`config.mk`:
```
export PLATFORM = sky130hd
export DESIGN_NAME = escaped_frame_receiver
export DESIGN_NICKNAME = d
export VERILOG_FILES = /design/src/efr_pkg.sv /design/src/efr_deframe.sv /design/src/efr_stats.sv /design/src/escaped_frame_receiver.sv
export VERILOG_INCLUDE_DIRS = /design/src /design/src/src
export SDC_FILE = /design/constraint.sdc
export NUM_CORES = 1
export LEC_CHECK = 0
export ABC_AREA = 1
export BUFFER_PORTS_ARGS = -buffer_cell sky130_fd_sc_hd__buf_4
export CAP_MARGIN = 20
export CORE_UTILIZATION = 45
export CTS_CLUSTER_DIAMETER = 120
export DETAILED_ROUTE_END_ITERATION = 10
export PLACE_DENSITY_LB_ADDON = 0.05
export SYNTH_ARGS = -nofsm -noshare
export SYNTH_HDL_FRONTEND = slang
export SYNTH_SLANG_ARGS = --single-unit
export TNS_END_PERCENT = 30
```
`constraint.sdc`:
```
create_clock -name clk -period 7.7 [get_ports clk]
set_clock_uncertainty 0.05 [all_clocks]
set_input_delay 1.54 -clock clk [delete_from_list [all_inputs] [get_ports clk]]
set_output_delay 1.54 -clock clk [all_outputs]
set_load 0.01 [all_outputs]
```
`src/escaped_frame_receiver_macros.svh`:
```
// Assertion helpers for the frame receiver. They expect clk and arst_n in scope.
`ifndef ESCAPED_FRAME_RECEIVER_MACROS_SVH
`define ESCAPED_FRAME_RECEIVER_MACROS_SVH

// The consequent must hold in the same cycle as the antecedent.
`define EFR_ASSERT_NOW(lbl, ante, cons, msg) \
	lbl: assert property (@(posedge clk) disable iff (!arst_n) (ante) |-> (cons)) \
		else $error(msg);

// The consequent must hold in the cycle after the antecedent.
`define EFR_ASSERT_NEXT(lbl, ante, cons, msg) \
	lbl: assert property (@(posedge clk) disable iff (!arst_n) (ante) |=> (cons)) \
		else $error(msg);

`endif

```
`src/efr_pkg.sv`:
```
package efr_pkg;

	localparam int BUF_DEPTH = 256;
	localparam int FILL_W = $clog2(BUF_DEPTH + 1);
	// Wide enough for any fill count and for a declared length plus four.
	localparam int EXT_W = 17;

	localparam logic [7:0] START_BYTE = 8'h7E;
	localparam logic [7:0] ESCAPE_BYTE = 8'h7D;
	localparam logic [7:0] ESCAPE_XOR = 8'h20;
	localparam logic [7:0] GOOD_SUM = 8'hFF;

	typedef struct packed {
		logic [7:0] data_out;
		logic stored;
		logic [7:0] position;
		logic frame_end;
		logic checksum_ok;
		logic [15:0] frame_length;
		logic [8:0] dropped_now;
	} result_t;

	typedef struct packed {
		logic step;
		logic good;
		logic bad;
		logic [FILL_W-1:0] dropped;
	} stat_evt_t;

endpackage

```
`src/efr_deframe.sv`:
```
module efr_deframe (
	input logic clk,
	input logic arst_n,
	input logic step,
	input logic [7:0] rx_byte,
	output efr_pkg::result_t res,
	output efr_pkg::stat_evt_t evt
);

	logic [efr_pkg::FILL_W-1:0] fill_q;
	logic esc_q;
	logic [7:0] len_hi_q;
	logic [7:0] len_lo_q;
	logic [7:0] sum_q;

	logic [efr_pkg::FILL_W-1:0] fill_a;
	logic [efr_pkg::FILL_W-1:0] fill_n;
	logic [efr_pkg::FILL_W-1:0] fill_f;
	logic [efr_pkg::FILL_W-1:0] dropped;
	logic [efr_pkg::FILL_W-1:0] pos;
	logic esc_n;
	logic [7:0] len_hi_n;
	logic [7:0] len_lo_n;
	logic [7:0] sum_n;
	logic [7:0] sum_f;
	logic [7:0] d;
	logic [efr_pkg::EXT_W-1:0] held;
	logic [efr_pkg::EXT_W-1:0] pos_ext;
	logic [efr_pkg::EXT_W-1:0] drop_ext;
	logic [15:0] flen;
	logic stored;
	logic frame_end;
	logic ok;

	always_comb begin
		d = rx_byte;
		esc_n = esc_q;
		fill_a = fill_q;
		fill_n = fill_q;
		sum_n = sum_q;
		len_hi_n = len_hi_q;
		len_lo_n = len_lo_q;
		dropped = '0;
		pos = '0;
		stored = 1'b0;
		if (rx_byte == efr_pkg::START_BYTE) begin
			// A start byte always opens a new frame, even after an escape.
			dropped = fill_q;
			esc_n = 1'b0;
			stored = 1'b1;
			sum_n = '0;
			fill_n = efr_pkg::FILL_W'(1);
		end else begin
			if (esc_q) begin
				d = rx_byte ^ efr_pkg::ESCAPE_XOR;
				esc_n = 1'b0;
			end else if (rx_byte == efr_pkg::ESCAPE_BYTE) begin
				esc_n = 1'b1;
			end
			if (fill_q >= efr_pkg::FILL_W'(efr_pkg::BUF_DEPTH)) begin
				dropped = fill_q;
				fill_a = '0;
			end
			fill_n = fill_a;
			if (!esc_n) begin
				pos = fill_a;
				stored = 1'b1;
				if (fill_a == '0) begin
					sum_n = '0;
				end else if (fill_a == efr_pkg::FILL_W'(1)) begin
					len_hi_n = d;
				end else if (fill_a == efr_pkg::FILL_W'(2)) begin
					len_lo_n = d;
				end else begin
					sum_n = sum_q + d;
				end
				fill_n = fill_a + efr_pkg::FILL_W'(1);
			end
		end

		held = efr_pkg::EXT_W'(fill_n);
		flen = '0;
		frame_end = 1'b0;
		ok = 1'b0;
		fill_f = fill_n;
		sum_f = sum_n;
		if (held >= efr_pkg::EXT_W'(3)) begin
			flen = {len_hi_n, len_lo_n};
			if (held >= efr_pkg::EXT_W'(flen) + efr_pkg::EXT_W'(4)) begin
				frame_end = 1'b1;
				ok = (sum_n == efr_pkg::GOOD_SUM);
				fill_f = '0;
				sum_f = '0;
			end
		end
	end

	assign pos_ext = efr_pkg::EXT_W'(pos);
	assign drop_ext = efr_pkg::EXT_W'(dropped);

	always_comb begin
		res.data_out = stored ? d : 8'd0;
		res.stored = stored;
		res.position = pos_ext[7:0];
		res.frame_end = frame_end;
		res.checksum_ok = ok;
		res.frame_length = flen;
		res.dropped_now = drop_ext[8:0];
		evt.step = step;
		evt.good = frame_end && ok;
		evt.bad = frame_end && !ok;
		evt.dropped = dropped;
	end

	always_ff @(posedge clk or negedge arst_n) begin
		if (!arst_n) begin
			fill_q <= '0;
			esc_q <= 1'b0;
			len_hi_q <= '0;
			len_lo_q <= '0;
			sum_q <= '0;
		end else if (step) begin
			fill_q <= fill_f;
			esc_q <= esc_n;
			len_hi_q <= len_hi_n;
			len_lo_q <= len_lo_n;
			sum_q <= sum_f;
		end
	end

endmodule

```
`src/efr_stats.sv`:
```
module efr_stats (
	input logic clk,
	input logic arst_n,
	input efr_pkg::stat_evt_t evt,
	output logic [31:0] good_frame_count,
	output logic [31:0] bad_frame_count,
	output logic [31:0] dropped_byte_count,
	output logic [31:0] received_byte_count
);

	logic [31:0] good_q;
	logic [31:0] bad_q;
	logic [31:0] dropped_q;
	logic [31:0] received_q;

	always_ff @(posedge clk or negedge arst_n) begin
		if (!arst_n) begin
			good_q <= '0;
			bad_q <= '0;
			dropped_q <= '0;
			received_q <= '0;
		end else if (evt.step) begin
			good_q <= good_q + 32'(evt.good);
			bad_q <= bad_q + 32'(evt.bad);
			dropped_q <= dropped_q + 32'(evt.dropped);
			received_q <= received_q + 32'd1;
		end
	end

	assign good_frame_count = good_q;
	assign bad_frame_count = bad_q;
	assign dropped_byte_count = dropped_q;
	assign received_byte_count = received_q;

endmodule

```
`src/escaped_frame_receiver.sv`:
```
// Receiver for byte-stuffed frames with an 8-bit sum checksum. Each raw byte
// taken on the input channel yields exactly one result item, in order. A byte
// is held in an input register, then decoded against the frame state and
// written to the result register once that register can advance, so one
// byte is taken per clock whenever the output side is not stalling. The four
// totals reported with a result are the counts after that byte, and they wrap
// at 32 bits. The frame buffer holds efr_pkg::BUF_DEPTH bytes, and a frame
// whose declared length does not fit is dropped when the buffer fills.
`include "escaped_frame_receiver_macros.svh"

module escaped_frame_receiver (
	input logic clk,
	input logic arst_n,
	input logic in_valid,
	output logic in_stall,
	input logic [7:0] rx_byte,
	output logic out_valid,
	input logic out_stall,
	output logic [7:0] data_out,
	output logic stored,
	output logic [7:0] position,
	output logic frame_end,
	output logic checksum_ok,
	output logic [15:0] frame_length,
	output logic [8:0] dropped_now,
	output logic [31:0] good_frame_count,
	output logic [31:0] bad_frame_count,
	output logic [31:0] dropped_byte_count,
	output logic [31:0] received_byte_count
);

	logic valid_s1;
	logic [7:0] rx_s1;
	logic valid_s2;
	efr_pkg::result_t res_s2;
	efr_pkg::result_t res;
	efr_pkg::stat_evt_t evt;
	logic advance;
	logic step;

	assign advance = !valid_s2 || !out_stall;
	assign step = valid_s1 && advance;
	assign in_stall = valid_s1 && !advance;

	efr_deframe u_deframe (
		.clk(clk),
		.arst_n(arst_n),
		.step(step),
		.rx_byte(rx_s1),
		.res(res),
		.evt(evt)
	);

	// The counters move only when an item enters the result register, so they
	// always match the item on display.
	efr_stats u_stats (
		.clk(clk),
		.arst_n(arst_n),
		.evt(evt),
		.good_frame_count(good_frame_count),
		.bad_frame_count(bad_frame_count),
		.dropped_byte_count(dropped_byte_count),
		.received_byte_count(received_byte_count)
	);

	always_ff @(posedge clk or negedge arst_n) begin
		if (!arst_n) begin
			valid_s1 <= 1'b0;
		end else if (!in_stall) begin
			valid_s1 <= in_valid;
		end
	end

	always_ff @(posedge clk) begin
		if (!in_stall && in_valid) begin
			rx_s1 <= rx_byte;
		end
	end

	always_ff @(posedge clk or negedge arst_n) begin
		if (!arst_n) begin
			valid_s2 <= 1'b0;
		end else if (advance) begin
			valid_s2 <= valid_s1;
		end
	end

	always_ff @(posedge clk) begin
		if (step) begin
			res_s2 <= res;
		end
	end

	assign out_valid = valid_s2;
	assign data_out = res_s2.data_out;
	assign stored = res_s2.stored;
	assign position = res_s2.position;
	assign frame_end = res_s2.frame_end;
	assign checksum_ok = res_s2.checksum_ok;
	assign frame_length = res_s2.frame_length;
	assign dropped_now = res_s2.dropped_now;

	`EFR_ASSERT_NOW(a_end_has_byte, valid_s2 && res_s2.frame_end, res_s2.stored, "frame end without a stored byte")
	`EFR_ASSERT_NOW(a_ok_at_end, valid_s2 && res_s2.checksum_ok, res_s2.frame_end, "checksum verdict outside frame end")
	`EFR_ASSERT_NOW(a_drop_restarts, valid_s2 && res_s2.stored && res_s2.dropped_now != 9'd0, res_s2.position == 8'd0, "byte after a drop not at position zero")
	`EFR_ASSERT_NEXT(a_rx_count, step, received_byte_count == $past(received_byte_count) + 32'd1, "received count did not advance by one")

endmodule
```
==> impl_metrics.json <==
{
  "outcome": "finished, final reports clean",
  "cp_slowest_stage_delay_ps": 500,
  "antenna_found_initial": 0,
  "endpoint": "u_stats.bad_frame_count[26]",
  "drc": 0,
  "postSynthNetCount": 1305,
  "synth-edff-count": 52,
  "yosysWarnings": 0,
  "clkSlewWorstSetupHoldPaths_ps": 60,
  "dieArea_sq_mm": 0.0254,
  "cts.sinks": 216,
  "tritoncts": "yes",
  "crit_start": "u_deframe.fill_q[8]",
  "hold_buffers": 0,
  "die_y_um": 159,
  "slowest_stage": "nor4_1",
  "syn_avg_cell_area_sq_um": 8.88,
  "tns_ps": 0,
  "peakVddDrop_v": 0.000173,
  "synth.yosys.seq_area_share_pct": 50.8,
  "cts_made_buffers": 25,
  "wirelength_um": 26500,
  "diodes": 0,
  "synth_cells": 1256,
  "tightest_slew_ps": 967,
  "grt_pass1_vias": 8588,
  "mostFrequentLayoutCell": "nand2_1",
  "clock_latency_ps": 530,
  "grt_max_degree": 89,
  "cts-root-buf": "clkbuf_16",
  "finalPower_mw": 3.68,
  "grt_usage_pct": 21.2,
  "pwr_density_cell_mw_per_mm2": 269,
  "pwr-share-seq_pct": 38.7,
  "leakage_nw": 6.84,
  "yosys_register_bits": 216,
  "critPathLaunchType": "flop",
  "gp_congestion": 0.905,
  "dr_wl_met3_um": 1580,
  "cts_max_level": 1,
  "worstPathArrival_ps": 7040,
  "slew_headroom_pct": 35.5,
  "hp-class": "reg2reg",
  "p_int_mw": 2.38,
  "combPwrFrac_pct": 30.6,
  "setup_viol": 0,
  "clk_path_buf_depth": 3,
  "core_area_sq_mm": 0.0243,
  "final_core_util_pct": 56.2,
  "r2r_cells": 35,
  "clkPwrFrac_pct": 30.6,
  "drv_slew": 0,
  "switchingPower_mw": 1.30,
  "crit_type": "reg2reg",
  "mappedNetlistArea_sq_mm": 0.0111,
  "r2r-start": "u_deframe.fill_q[8]",
  "routed.top_layer": "met4",
  "path_max_fanout": 14,
  "grt_pass1_wl_um": 44200,
  "drt_pre_antenna_iters": 5,
  "hold_viol": 0,
  "cts_setup_buffers": 0,
  "num_vias": 8912,
  "wl_per_cell_um": 14.7,
  "drtAntennaViolNets": 0,
  "fmax_mhz": 150,
  "wirelength_met1_um": 12700,
  "hpwl_um": 18900,
  "r2r_end": "u_stats.bad_frame_count[26]",
  "drive_above_1_share_pct": 18.3,
  "cp.required_ps": 8060,
  "max_cap_violations": 0,
  "post_drt_via_cell_ratio": 4.96,
  "final_cell_mix": "nand2_1, buf_4, dfrtp_1, inv_1, nor2_1",
  "layout_min_cycle_time_ps": 6680,
  "grt_overflow": 0,
  "synthArstFlopShare_pct": 75.9,
  "numPortBuffers": 185,
  "cp-end-kind": "flop",
  "fin_nets": 1503,
  "drtIter0Drc": 542,
  "start_util_pct": 45.8,
  "wl_met2_um": 11800,
  "cts_resized": 0,
  "p_sw_share_pct": 35.3,
  "synthDistinctLibCells": 50,
  "boundaryPins": 186,
  "areaGrowthSynthToFinish_pct": 22.7,
  "min_period_over_period_pct": 86.7,
  "rows": 57,
  "r2r_slack_ps": 1020,
  "synth_ff_type": "dfrtp_1",
  "dieWidth_um": 159,
  "grt_setup_unrepaired": "no",
  "holdWs_ps": 420
}
routing by layer:
metal / vias to the layer above / track usage (%)
li1: 4476 / -
met3: 30 / 4.35
met5: - / 0
met1: 4168 / 30.1
met2: 238 / 33.5
met4: 0 / 5.03
how the worst min path moves through the flow:
stage / startpoint / to / slack, ps / depth (start not counted)
after floorplan: u_deframe.len_lo_q[2] / u_deframe.len_lo_q[2] / 400 / 2
after global placement: u_stats.bad_frame_count[31] / u_stats.bad_frame_count[31] / 410 / 1
after detailed placement: u_stats.bad_frame_count[31] / u_stats.bad_frame_count[31] / 410 / 1
after CTS: u_stats.good_frame_count[31] / u_stats.good_frame_count[31] / 420 / 1
after global routing: u_stats.bad_frame_count[31] / u_stats.bad_frame_count[31] / 440 / 1
final: u_stats.good_frame_count[31] / u_stats.good_frame_count[31] / 420 / 1
cells by family after synthesis:
kind of cell,count (synthesis),share of synthesized area [%]
buffers and inverters,170,5.80
adder cells (fa/ha/maj),37,4.29
XOR/XNOR,115,9.03
flip-flops,216,50.8
AO/OA/AOI/OAI,107,5.36
AND/OR/NAND/NOR,611,24.7
stage by stage:
step	worst slack, ps	cell area [sq um]	cells
after floorplan	1940	11100	1256
after global placement	1350	12900	1751
after detailed placement	1120	12900	1751
after CTS	1090	13700	1797
after global routing	377	13700	1797
final	1020	13700	1797
final cells by class:
type	count	area [sq um]
clock inverter	8	81.3
sequential	216	5670
timing repair buffer	189	1420
clock buffer	38	694
multi-input combinational	870	4840
tap	324	405
inverter	152	571
fill	2228	10600
registers in the layout, summed over array words and instances, names as in the netlist:
name	count
dropped_now	9
u_deframe.esc_q	1
u_stats.received_byte_count	32
u_deframe.len_lo_q	8
u_deframe.len_hi_q	8
stored	1
position	8
u_stats.good_frame_count	32
valid_s1	1
checksum_ok	1
u_stats.dropped_byte_count	32
u_stats.bad_frame_count	32
rx_s1	8
out_valid	1
u_deframe.sum_q	8
frame_length	16
data_out	8
u_deframe.fill_q	9
frame_end	1
critical path, delay by kind of cell, from the launching register on:
family	cells	cell delay (ps)
AO/OA/AOI/OAI	1	80
flip-flops	1	470
buffers and inverters	3	280
XOR/XNOR	2	330
adder cells (fa/ha/maj)	5	1070
AND/OR/NAND/NOR	24	4290
synthesized netlist by cell type, types with 2 or more instances:
cell        n  area [sq um]
ha_1       35           438
a21o_1      2          15.0
o21a_1      2          15.0
o21ai_0    50           250
nand4_1    27           169
nand3_4     2          35.0
inv_1     148           556
nor4_1     15          93.8
fa_1        2          40.0
edfxtp_1   52          1560
dfrtp_1   164          4100
xor2_1     82           718
nor2_4      6          67.6
nand3_1    60           300
inv_2       4          15.0
nand3b_1    3          22.5
o31ai_1     2          15.0
nand2_4     2          22.5
o21bai_1    3          22.5
o21ai_1     3          15.0
a31oi_1     5          31.3
nand3_2     2          20.0
nor3b_1     2          15.0
clkbuf_1   15          56.3
nor2_2      4          25.0
or2_2       2          12.5
o22ai_1     2          12.5
xnor2_1    33           289
nor3_1     31           155
nor2_1    145           544
o211ai_1    3          22.5
a21oi_1    28           140
nand2_2    16           100
a32oi_1     3          26.3
nand2_1   286          1070
power by group through the flow:
stage                     clock, mW  combinational (mW)  sequential (mW)
after floorplan                   0               0.761             1.46
after detailed placement          0                1.13             1.44
after global routing           1.20                1.29             1.44
after CTS                      1.16                1.13             1.43
final                          1.13                1.13             1.43
after global placement            0                1.11             1.44
(Power assumes the default switching activity.)
